`config.mk`:
```
export PLATFORM = sky130hd
export DESIGN_NAME = x10_command_handshake_sender_core
export DESIGN_NICKNAME = d
export VERILOG_FILES = /design/src/hw/rtl/x10chs_pkg.sv /design/src/hw/rtl/x10_command_handshake_sender_core.sv
export SDC_FILE = /design/constraint.sdc
export NUM_CORES = 1
export LEC_CHECK = 0
export ABC_AREA = 0
export BUFFER_PORTS_ARGS = -buffer_cell sky130_fd_sc_hd__buf_2
export CORE_MARGIN = 1
export CORE_UTILIZATION = 45
export DETAILED_ROUTE_END_ITERATION = 12
export SYNTH_ARGS = -nofsm -noshare
export SYNTH_HDL_FRONTEND = slang
export SYNTH_SLANG_ARGS = --single-unit
```
`constraint.sdc`:
```
create_clock -name clock -period 12.4 [get_ports clock]
set_input_delay 1.24 -clock clock [delete_from_list [all_inputs] [get_ports clock]]
set_output_delay 1.24 -clock clock [all_outputs]
set_load 0.02 [all_outputs]
```
`src/hw/rtl/x10chs_pkg.sv`:
```
package x10chs_pkg;

   // Field widths
   localparam int unsigned OP_W    = 2;
   localparam int unsigned CODE_W  = 4;
   localparam int unsigned PCT_W   = 7;
   localparam int unsigned DIM_W   = 5;
   localparam int unsigned BYTE_W  = 8;
   localparam int unsigned EV_W    = 3;
   localparam int unsigned PHASE_W = 3;
   localparam int unsigned PROD_W  = PCT_W + DIM_W;
   localparam int unsigned CSR_AW  = 3;
   localparam int unsigned REQ_DW  = 32;
   localparam int unsigned REQ_UW  = OP_W;
   localparam int unsigned RSP_DW  = BYTE_W;
   localparam int unsigned RSP_UW  = 1 + EV_W;

   // Beats per request item at most
   localparam int unsigned MAX_RES = 3;
   localparam int unsigned CNT_W   = 2;

   // Percent clamp and divide by 100 as multiply by reciprocal
   localparam logic [PCT_W-1:0] PCT_MAX      = 7'd100;
   localparam int unsigned      DIV100_MUL_W = 13;
   localparam logic [DIV100_MUL_W-1:0] DIV100_MUL = 13'd5243;
   localparam int unsigned      DIV100_SHIFT = 19;
   localparam int unsigned      QPROD_W      = PROD_W + DIV100_MUL_W;

   // Opcodes
   localparam logic [OP_W-1:0] OP_REQUEST = 2'd0;
   localparam logic [OP_W-1:0] OP_RX_BYTE = 2'd1;
   localparam logic [OP_W-1:0] OP_TIMEOUT = 2'd2;

   // Event codes
   localparam logic [EV_W-1:0] EV_NONE      = 3'd0;
   localparam logic [EV_W-1:0] EV_BUSY      = 3'd1;
   localparam logic [EV_W-1:0] EV_ADDR_OK   = 3'd2;
   localparam logic [EV_W-1:0] EV_ADDR_FAIL = 3'd3;
   localparam logic [EV_W-1:0] EV_FUNC_OK   = 3'd4;
   localparam logic [EV_W-1:0] EV_FUNC_FAIL = 3'd5;

   // Phase codes
   localparam logic [PHASE_W-1:0] PH_IDLE       = 3'd0;
   localparam logic [PHASE_W-1:0] PH_ADDR_SUM   = 3'd1;
   localparam logic [PHASE_W-1:0] PH_ADDR_READY = 3'd2;
   localparam logic [PHASE_W-1:0] PH_FUNC_SUM   = 3'd3;
   localparam logic [PHASE_W-1:0] PH_FUNC_READY = 3'd4;

   // Register indexes
   localparam logic [CSR_AW-1:0] REG_RETRY_LIMIT   = 3'd0;
   localparam logic [CSR_AW-1:0] REG_MAX_DIM       = 3'd1;
   localparam logic [CSR_AW-1:0] REG_ADDR_HEADER   = 3'd2;
   localparam logic [CSR_AW-1:0] REG_FUNC_HDR_BITS = 3'd3;
   localparam logic [CSR_AW-1:0] REG_ACK_BYTE      = 3'd4;
   localparam logic [CSR_AW-1:0] REG_READY_BYTE    = 3'd5;

   // Register reset values
   localparam logic [CODE_W-1:0] RST_RETRY_LIMIT   = 4'd10;
   localparam logic [DIM_W-1:0]  RST_MAX_DIM       = 5'd22;
   localparam logic [BYTE_W-1:0] RST_ADDR_HEADER   = 8'd4;
   localparam logic [2:0]        RST_FUNC_HDR_BITS = 3'd6;
   localparam logic [BYTE_W-1:0] RST_ACK_BYTE      = 8'd0;
   localparam logic [BYTE_W-1:0] RST_READY_BYTE    = 8'd85;

   // One result beat
   typedef struct packed {
      logic [BYTE_W-1:0] tx_byte;
      logic              tx_valid;
      logic [EV_W-1:0]   event_res;
   } res_type;

   function automatic res_type tx_beat(input logic [BYTE_W-1:0] b);
      res_type r;
      r.tx_byte   = b;
      r.tx_valid  = 1'b1;
      r.event_res = EV_NONE;
      return r;
   endfunction

   function automatic res_type ev_beat(input logic [EV_W-1:0] ev);
      res_type r;
      r.tx_byte   = '0;
      r.tx_valid  = 1'b0;
      r.event_res = ev;
      return r;
   endfunction

endpackage

```
`src/hw/rtl/x10_command_handshake_sender_core.sv`:
```
// Command handshake sender: each accepted request beat yields zero to three
// result beats. A new request sends the two-byte address packet; echoes of the
// packet checksum, the ready byte and read timeouts (all given as request
// beats) advance the handshake, which then sends the two-byte function packet
// with the dim level. Failed packets are resent until retry_limit attempts are
// used. One request beat is taken every cycle as long as the result buffer can
// drain; a beat that produces N results holds the result port until all N are
// taken, and the next request beat is not processed until then. A request
// reaches its first result beat through the input register and the result
// register. Requests while a handshake is running get a busy reject result.
module x10_command_handshake_sender_core (
   input  logic                             clock,
   input  logic                             reset,
   // Config write port
   input  logic                             csr_we,
   input  logic [x10chs_pkg::CSR_AW-1:0]    csr_addr,
   input  logic [x10chs_pkg::BYTE_W-1:0]    csr_wdata,
   // Request channel
   input  logic                             req_tvalid,
   output logic                             req_tready,
   // tdata: house_code[3:0], device_code[7:4], function_code[11:8],
   //        dim_percent[18:12], rx_byte[26:19], zero[31:27]
   input  logic [x10chs_pkg::REQ_DW-1:0]    req_tdata,
   // tuser: opcode[1:0]
   input  logic [x10chs_pkg::REQ_UW-1:0]    req_tuser,
   // Result channel
   output logic                             rsp_tvalid,
   input  logic                             rsp_tready,
   // tdata: tx_byte[7:0]
   output logic [x10chs_pkg::RSP_DW-1:0]    rsp_tdata,
   // tuser: tx_valid[0], event_res[3:1]
   output logic [x10chs_pkg::RSP_UW-1:0]    rsp_tuser,
   output logic                             rsp_tlast
);
   import x10chs_pkg::*;

   // Config registers
   logic [CODE_W-1:0] retry_limit_ff;
   logic [DIM_W-1:0]  max_dim_ff;
   logic [BYTE_W-1:0] addr_header_ff;
   logic [2:0]        func_hdr_bits_ff;
   logic [BYTE_W-1:0] ack_byte_ff;
   logic [BYTE_W-1:0] ready_byte_ff;

   always_ff @(posedge clock) begin
      if (reset) begin
         retry_limit_ff   <= RST_RETRY_LIMIT;
         max_dim_ff       <= RST_MAX_DIM;
         addr_header_ff   <= RST_ADDR_HEADER;
         func_hdr_bits_ff <= RST_FUNC_HDR_BITS;
         ack_byte_ff      <= RST_ACK_BYTE;
         ready_byte_ff    <= RST_READY_BYTE;
      end else if (csr_we) begin
         unique case (csr_addr)
            REG_RETRY_LIMIT:   retry_limit_ff   <= csr_wdata[CODE_W-1:0];
            REG_MAX_DIM:       max_dim_ff       <= csr_wdata[DIM_W-1:0];
            REG_ADDR_HEADER:   addr_header_ff   <= csr_wdata;
            REG_FUNC_HDR_BITS: func_hdr_bits_ff <= csr_wdata[2:0];
            REG_ACK_BYTE:      ack_byte_ff      <= csr_wdata;
            REG_READY_BYTE:    ready_byte_ff    <= csr_wdata;
            default: ;
         endcase
      end
   end

   // Request field unpack
   logic [OP_W-1:0]   req_opcode;
   logic [CODE_W-1:0] req_house;
   logic [CODE_W-1:0] req_device;
   logic [CODE_W-1:0] req_function;
   logic [PCT_W-1:0]  req_pct;
   logic [BYTE_W-1:0] req_rx;
   logic [PCT_W-1:0]  pct_clamped;

   assign req_opcode   = req_tuser;
   assign req_house    = req_tdata[3:0];
   assign req_device   = req_tdata[7:4];
   assign req_function = req_tdata[11:8];
   assign req_pct      = req_tdata[18:12];
   assign req_rx       = req_tdata[26:19];
   assign pct_clamped  = (req_pct > PCT_MAX) ? PCT_MAX : req_pct;

   // Input register; the percent times max level product is formed on capture
   logic              in_valid_ff;
   logic [OP_W-1:0]   in_op_ff;
   logic [CODE_W-1:0] in_house_ff;
   logic [CODE_W-1:0] in_device_ff;
   logic [CODE_W-1:0] in_function_ff;
   logic [PROD_W-1:0] in_prod_ff;
   logic [BYTE_W-1:0] in_rx_ff;
   logic              fire;
   logic              req_take;

   assign req_tready = !in_valid_ff || fire;
   assign req_take   = req_tvalid && req_tready;

   always_ff @(posedge clock) begin
      if (reset) begin
         in_valid_ff <= 1'b0;
      end else if (req_take) begin
         in_valid_ff <= 1'b1;
      end else if (fire) begin
         in_valid_ff <= 1'b0;
      end
   end

   always_ff @(posedge clock) begin
      if (req_take) begin
         in_op_ff       <= req_opcode;
         in_house_ff    <= req_house;
         in_device_ff   <= req_device;
         in_function_ff <= req_function;
         in_prod_ff     <= PROD_W'(pct_clamped) * PROD_W'(max_dim_ff);
         in_rx_ff       <= req_rx;
      end
   end

   // Handshake state
   logic [PHASE_W-1:0] phase_ff,    phase_in;
   logic [CODE_W-1:0]  attempt_ff,  attempt_in;
   logic [CODE_W-1:0]  house_ff,    house_in;
   logic [CODE_W-1:0]  device_ff,   device_in;
   logic [CODE_W-1:0]  function_ff, function_in;
   logic [DIM_W-1:0]   dim_ff,      dim_in;
   logic [BYTE_W-1:0]  sum_ff,      sum_in;

   // Dim level: product / 100 by reciprocal multiply
   logic [QPROD_W-1:0] dim_q;
   assign dim_q = QPROD_W'(in_prod_ff) * QPROD_W'(DIV100_MUL);

   // Packet bytes, built from the held values after this beat's update
   logic [PHASE_W-1:0] ph;
   logic               new_req;
   logic [BYTE_W-1:0]  addr_lo, func_hi, func_lo, addr_sum, func_sum;
   logic [CODE_W-1:0]  att_inc;
   logic               retry_ok;
   logic               good_rx;
   logic               do_fail;
   logic               fail_addr;
   res_type            res [MAX_RES];
   logic [CNT_W-1:0]   n_res;

   assign ph      = (phase_ff > PH_FUNC_READY) ? PH_IDLE : phase_ff;
   assign new_req = (in_op_ff == OP_REQUEST) && (ph == PH_IDLE);

   assign house_in    = new_req ? in_house_ff    : house_ff;
   assign device_in   = new_req ? in_device_ff   : device_ff;
   assign function_in = new_req ? in_function_ff : function_ff;
   assign dim_in      = new_req ? dim_q[DIV100_SHIFT +: DIM_W] : dim_ff;

   assign addr_lo  = {house_in, device_in};
   assign func_hi  = {dim_in, func_hdr_bits_ff};
   assign func_lo  = {house_in, function_in};
   assign addr_sum = addr_header_ff + addr_lo;
   assign func_sum = func_hi + func_lo;

   assign att_inc  = attempt_ff + CODE_W'(1);
   assign retry_ok = (att_inc != '0) && (att_inc <= retry_limit_ff)
                     && (retry_limit_ff > CODE_W'(1));
   assign good_rx  = (in_op_ff == OP_RX_BYTE);

   // Next state and result beats for the registered request beat
   always_comb begin
      phase_in   = ph;
      attempt_in = attempt_ff;
      sum_in     = sum_ff;
      do_fail    = 1'b0;
      fail_addr  = 1'b0;
      n_res      = '0;
      for (int i = 0; i < MAX_RES; i++) begin
         res[i] = ev_beat(EV_NONE);
      end

      if (in_op_ff == OP_REQUEST) begin
         if (ph != PH_IDLE) begin
            res[0] = ev_beat(EV_BUSY);
            n_res  = CNT_W'(1);
         end else begin
            attempt_in = CODE_W'(1);
            phase_in   = PH_ADDR_SUM;
            sum_in     = addr_sum;
            res[0]     = tx_beat(addr_header_ff);
            res[1]     = tx_beat(addr_lo);
            n_res      = CNT_W'(2);
         end
      end else if ((in_op_ff == OP_RX_BYTE) || (in_op_ff == OP_TIMEOUT)) begin
         unique case (ph)
            PH_ADDR_SUM, PH_FUNC_SUM: begin
               if (good_rx && (in_rx_ff == sum_ff)) begin
                  phase_in = ph + PHASE_W'(1);
                  res[0]   = tx_beat(ack_byte_ff);
                  n_res    = CNT_W'(1);
               end else begin
                  do_fail   = 1'b1;
                  fail_addr = (ph == PH_ADDR_SUM);
               end
            end
            PH_ADDR_READY: begin
               if (good_rx && (in_rx_ff == ready_byte_ff)) begin
                  attempt_in = CODE_W'(1);
                  phase_in   = PH_FUNC_SUM;
                  sum_in     = func_sum;
                  res[0]     = ev_beat(EV_ADDR_OK);
                  res[1]     = tx_beat(func_hi);
                  res[2]     = tx_beat(func_lo);
                  n_res      = CNT_W'(3);
               end else begin
                  do_fail   = 1'b1;
                  fail_addr = 1'b1;
               end
            end
            PH_FUNC_READY: begin
               if (good_rx && (in_rx_ff == ready_byte_ff)) begin
                  attempt_in = '0;
                  phase_in   = PH_IDLE;
                  res[0]     = ev_beat(EV_FUNC_OK);
                  n_res      = CNT_W'(1);
               end else begin
                  do_fail = 1'b1;
               end
            end
            default: ;
         endcase
      end

      // Failed packet: resend, or give up on it
      if (do_fail) begin
         attempt_in = att_inc;
         if (retry_ok) begin
            phase_in = fail_addr ? PH_ADDR_SUM : PH_FUNC_SUM;
            sum_in   = fail_addr ? addr_sum : func_sum;
            res[0]   = tx_beat(fail_addr ? addr_header_ff : func_hi);
            res[1]   = tx_beat(fail_addr ? addr_lo : func_lo);
            n_res    = CNT_W'(2);
         end else if (fail_addr) begin
            // address given up, function packet still goes out
            attempt_in = CODE_W'(1);
            phase_in   = PH_FUNC_SUM;
            sum_in     = func_sum;
            res[0]     = ev_beat(EV_ADDR_FAIL);
            res[1]     = tx_beat(func_hi);
            res[2]     = tx_beat(func_lo);
            n_res      = CNT_W'(3);
         end else begin
            attempt_in = '0;
            phase_in   = PH_IDLE;
            res[0]     = ev_beat(EV_FUNC_FAIL);
            n_res      = CNT_W'(1);
         end
      end
   end

   always_ff @(posedge clock) begin
      if (reset) begin
         phase_ff    <= PH_IDLE;
         attempt_ff  <= '0;
         house_ff    <= '0;
         device_ff   <= '0;
         function_ff <= '0;
         dim_ff      <= '0;
         sum_ff      <= '0;
      end else if (fire) begin
         phase_ff    <= phase_in;
         attempt_ff  <= attempt_in;
         house_ff    <= house_in;
         device_ff   <= device_in;
         function_ff <= function_in;
         dim_ff      <= dim_in;
         sum_ff      <= sum_in;
      end
   end

   // Result buffer: holds the beats of one request, drained one per cycle while rsp_tready is high
   res_type          buf_ff [MAX_RES];
   logic [CNT_W-1:0] cnt_ff;
   logic [CNT_W-1:0] idx_ff;
   logic             rsp_take;
   logic             buf_last;
   logic             buf_free;

   assign rsp_tvalid = (cnt_ff != '0);
   assign buf_last   = (idx_ff + CNT_W'(1)) == cnt_ff;
   assign rsp_take   = rsp_tvalid && rsp_tready;
   assign buf_free   = !rsp_tvalid || (rsp_take && buf_last);
   assign fire       = in_valid_ff && buf_free;

   always_ff @(posedge clock) begin
      if (reset) begin
         cnt_ff <= '0;
         idx_ff <= '0;
      end else if (fire) begin
         cnt_ff <= n_res;
         idx_ff <= '0;
      end else if (rsp_take) begin
         if (buf_last) begin
            cnt_ff <= '0;
            idx_ff <= '0;
         end else begin
            idx_ff <= idx_ff + CNT_W'(1);
         end
      end
   end

   always_ff @(posedge clock) begin
      if (fire) begin
         for (int i = 0; i < MAX_RES; i++) begin
            buf_ff[i] <= res[i];
         end
      end
   end

   assign rsp_tdata = buf_ff[idx_ff].tx_byte;
   assign rsp_tuser = {buf_ff[idx_ff].event_res, buf_ff[idx_ff].tx_valid};
   assign rsp_tlast = buf_last;

   // Checks
   a_idx_in_range: assert property (@(posedge clock) disable iff (reset)
      rsp_tvalid |-> (idx_ff < cnt_ff))
      else $error("result index beyond beat count");

   a_phase_legal: assert property (@(posedge clock) disable iff (reset)
      phase_ff <= PH_FUNC_READY)
      else $error("phase register holds an unused code");

   a_idle_no_attempts: assert property (@(posedge clock) disable iff (reset)
      (phase_ff == PH_IDLE) |-> (attempt_ff == '0))
      else $error("attempt count left over in idle");

   a_tx_no_event: assert property (@(posedge clock) disable iff (reset)
      (rsp_tvalid && rsp_tuser[0]) |-> (rsp_tuser[3:1] == EV_NONE))
      else $error("transmit beat carries an event");

endmodule
```
==> results.sh <==
export IMPL_tns_ns=0
export IMPL_p_comb_frac=0.706
export IMPL_pwr_share_seq=0.152
export IMPL_ys_async_sr_fraction=0
export IMPL_ys_seq_elements=139
export IMPL_slew_violations=0
export IMPL_grt_pass1_vias=7626
export IMPL_rows=56
export IMPL_outcome="finished clean"
export IMPL_hold_violations=0
export IMPL_cp_max_fo=5
export IMPL_p_total_w=0.00365
export IMPL_p_switching_w=0.00172
export IMPL_dp_hpwl_um=19000
export IMPL_num_vias=8036
export IMPL_clkPwrFrac=0.142
export IMPL_hp_class="flop to flop"
export IMPL_syn_area_per_cell_um2=9.36
export IMPL_synth_enable_flop_cells=64
export IMPL_htreeDepth=4
export IMPL_clk_pin_slew_ns=0.06
export IMPL_cts_made_buffers=17
export IMPL_globalplace_congestion=0.884
export IMPL_tightest_slew_ns=0.941
export IMPL_fmax_mhz=150
export IMPL_utilization=0.511
export IMPL_synth_area_um2=10800
export IMPL_boundaryPins=65
export IMPL_core_area_um2=23500
export IMPL_vdd_ir_drop_worst_v=0.000335
export IMPL_num_antenna_cells=0
export IMPL_rsz0062_at_grt="false"
export IMPL_maxCapViolations=0
export IMPL_p_leak_nw=5.56
export IMPL_avgRoutedWirePerCell_um=15.8
export IMPL_clk_latency_ns=0.42
export IMPL_clockBufferDepth=2
export IMPL_antenna_found_initial=0
export IMPL_fin_crit_sh=0.536
export IMPL_end_kind="flop"
export IMPL_totalWireLength_um=24400
export IMPL_swShare=0.470
export IMPL_post_cts_resize_count=0
export IMPL_setup_viol=0
export IMPL_n_fill_cell=2241
export IMPL_hold_slack_ns=0.456
export IMPL_cts_root_buf="clkbuf_16"
export IMPL_grt_start_max_net_pins=70
export IMPL_firstDrtPassIters=5
export IMPL_grt_overflow=0
export IMPL_grt_pass1_wl_um=40100
export IMPL_initial_core_util=0.459
export IMPL_cp_data_arrival_time_ns=6.96
export IMPL_relSlewSlack=0.371
export IMPL_drive_above_1_share=0.0942
export IMPL_dieWidth_um=157
export IMPL_critPathKind="flop to flop"
export IMPL_post_cts_buffers=0
export IMPL_setup_slack_ns=5.75
export IMPL_cts_sinks=139
export IMPL_p_int_w=0.00193
export IMPL_cts_tree="built"
export IMPL_syn2layout_area_growth_pct=11.3
export IMPL_syn_num_nets=1394
export IMPL_start_kind="flop"
export IMPL_post_place_ws_ns=5.84
export IMPL_dieHeight_um=157
export IMPL_postSynthCellCount=1154
export IMPL_fin_skew_ns=0.00905
export IMPL_critPathRequiredTime_ns=12.71
export IMPL_power_density_nw_per_um2=304
export IMPL_final_nets=1448
export IMPL_cts_hold_buffers_added=0
export IMPL_finalCriticalPeriod_ns=6.65
export IMPL_yosysUniqueCellTypes=78
export IMPL_die_area_um2=24600
export IMPL_dr_first_iter_drc_count=510
export IMPL_yosys_warnings=0
export IMPL_yosysSeqAreaShare=0.317
export IMPL_port_buffers=59
export IMPL_ant_nets=0
export IMPL_route_detailed_drc=0
export IMPL_track_usage=0.212
export IMPL_synth_ff_type="dfxtp_1"
export IMPL_via_per_inst=5.22
[power by group through the flow]
stage | Combinational [W] | Clock, W | Sequential [W]
detailed placement | 0.00261 | 0 | 0.000564
floorplan | 0.00200 | 0 | 0.000550
CTS | 0.00264 | 0.000529 | 0.000554
finish | 0.00258 | 0.000518 | 0.000555
global route | 0.00302 | 0.000548 | 0.000560
global placement | 0.00255 | 0 | 0.000564
[area by class of cell]
cell class,instances,area (um2),share of cell area
clock buffers,20,489,0.0407
clock inverters,12,120,0.00999
inverters,166,623,0.0518
multi-input cells,821,6650,0.553
flip-flops and latches,139,3420,0.285
well taps,319,399,0.0332
repair buffers,63,325,0.0270
[final timing paths]
check | startpoint | to | slack [ns] | depth (start not counted)
worst max-delay path | in_prod_ff[6] | sum_ff[6] | 5.75 | 25
worst min-delay path | ack_byte_ff[1] | ack_byte_ff[1] | 0.46 | 2
worst max register to register | in_prod_ff[6] | sum_ff[6] | 5.75 | 25
worst min register to register | ack_byte_ff[1] | ack_byte_ff[1] | 0.46 | 2
[worst max-delay path, cell delays in order (launching register included)]
cell	delay, ns
edfxtp_1	0.52
inv_1	0.12
fa_1	0.60
fa_1	0.45
fa_1	0.53
inv_1	0.06
fa_1	0.53
inv_1	0.07
fa_1	0.53
inv_1	0.04
ha_1	0.30
a21o_1	0.20
a21o_1	0.19
nor2_1	0.13
o21ai_0	0.12
a211oi_1	0.23
o21a_1	0.21
inv_1	0.07
ha_1	0.32
o21a_1	0.14
o21ai_0	0.34
nand2b_1	0.11
a21oi_1	0.18
xor2_1	0.21
o22ai_1	0.13
a22o_1	0.21
[Yosys cell counts, drive strengths merged (6+ instances only)]
cell,number,area [um2]
and3,10,67.6
o211ai,10,80.1
o21a,7,52.6
nand3,26,130
nor2b,9,56.3
a21boi,6,56.3
buf,10,58.8
o22ai,6,37.5
a22oi,8,60.1
a21oi,54,270
nor3,13,70.1
nor2,95,364
inv,165,619
o21ai,37,185
a21o,9,67.6
a211oi,21,158
and2,27,169
clkbuf,18,67.6
ha,130,1630
dfxtp,75,1500
nand3b,7,52.6
edfxtp,64,1920
xor2,21,184
xnor2,24,210
nand2b,7,43.8
a211o,8,70.1
mux2i,32,333
fa,60,1200
nand2,122,460
[per-layer routing]
metal  vias up  share of wire  GRT usage
met4         0          0.011     0.0514
li1       4079              -          -
met3        17          0.050     0.0336
met5         -              0          0
met1      3771           0.51      0.315
met2       169           0.43      0.321
[state kept, by name (all words and copies together), names as in the netlist, 2 cells and up, named ones only]
name,cells
ack_byte_ff,8
addr_header_ff,8
attempt_ff,4
buf_ff,30
cnt_ff,2
device_ff,4
dim_ff,5
func_hdr_bits_ff,3
function_ff,4
house_ff,4
idx_ff,2
in_device_ff,4
in_function_ff,4
in_house_ff,4
in_op_ff,2
in_prod_ff,12
in_rx_ff,8
max_dim_ff,5
phase_ff,3
ready_byte_ff,8
retry_limit_ff,4
sum_ff,8
[cell usage in the layout (no fill, tap or decap), types with 6 or more instances in the layout]
cell,n
inv_1,162
ha_1,130
nand2_1,121
nor2_1,94
dfxtp_1,75
edfxtp_1,64
fa_1,60
buf_2,59
a21oi_1,54
o21ai_0,32
mux2i_1,31
and2_1,27
nand3_1,26
xnor2_1,24
a211oi_1,21
xor2_1,21
clkbuf_16,19
nor3_1,12
o211ai_1,9
a21o_1,9
nor2b_1,9
and3_1,9
a211o_1,8
a22oi_1,8
nand2b_1,7
o21a_1,7
nand3b_1,7
o22ai_1,6
[logic make-up after synthesis]
| family | synth area share |
|---|---|
| buf+inv | 0.0694 |
| mux | 0.0322 |
| simple gates | 0.145 |
| fa+ha+maj | 0.262 |
| flops | 0.317 |
| xor+xnor | 0.0387 |
| compound gates | 0.136 |
[per-stage QoR]
stage / std cells / area, um2
2_1_floorplan: 1154 / 10800
6_report: 1540 / 12000
3_5_place_dp: 1508 / 11400
4_1_cts: 1540 / 12000
3_3_place_gp: 1508 / 11400
5_1_grt: 1540 / 12000
No activity file was read; power rests on OpenSTA's default activity.
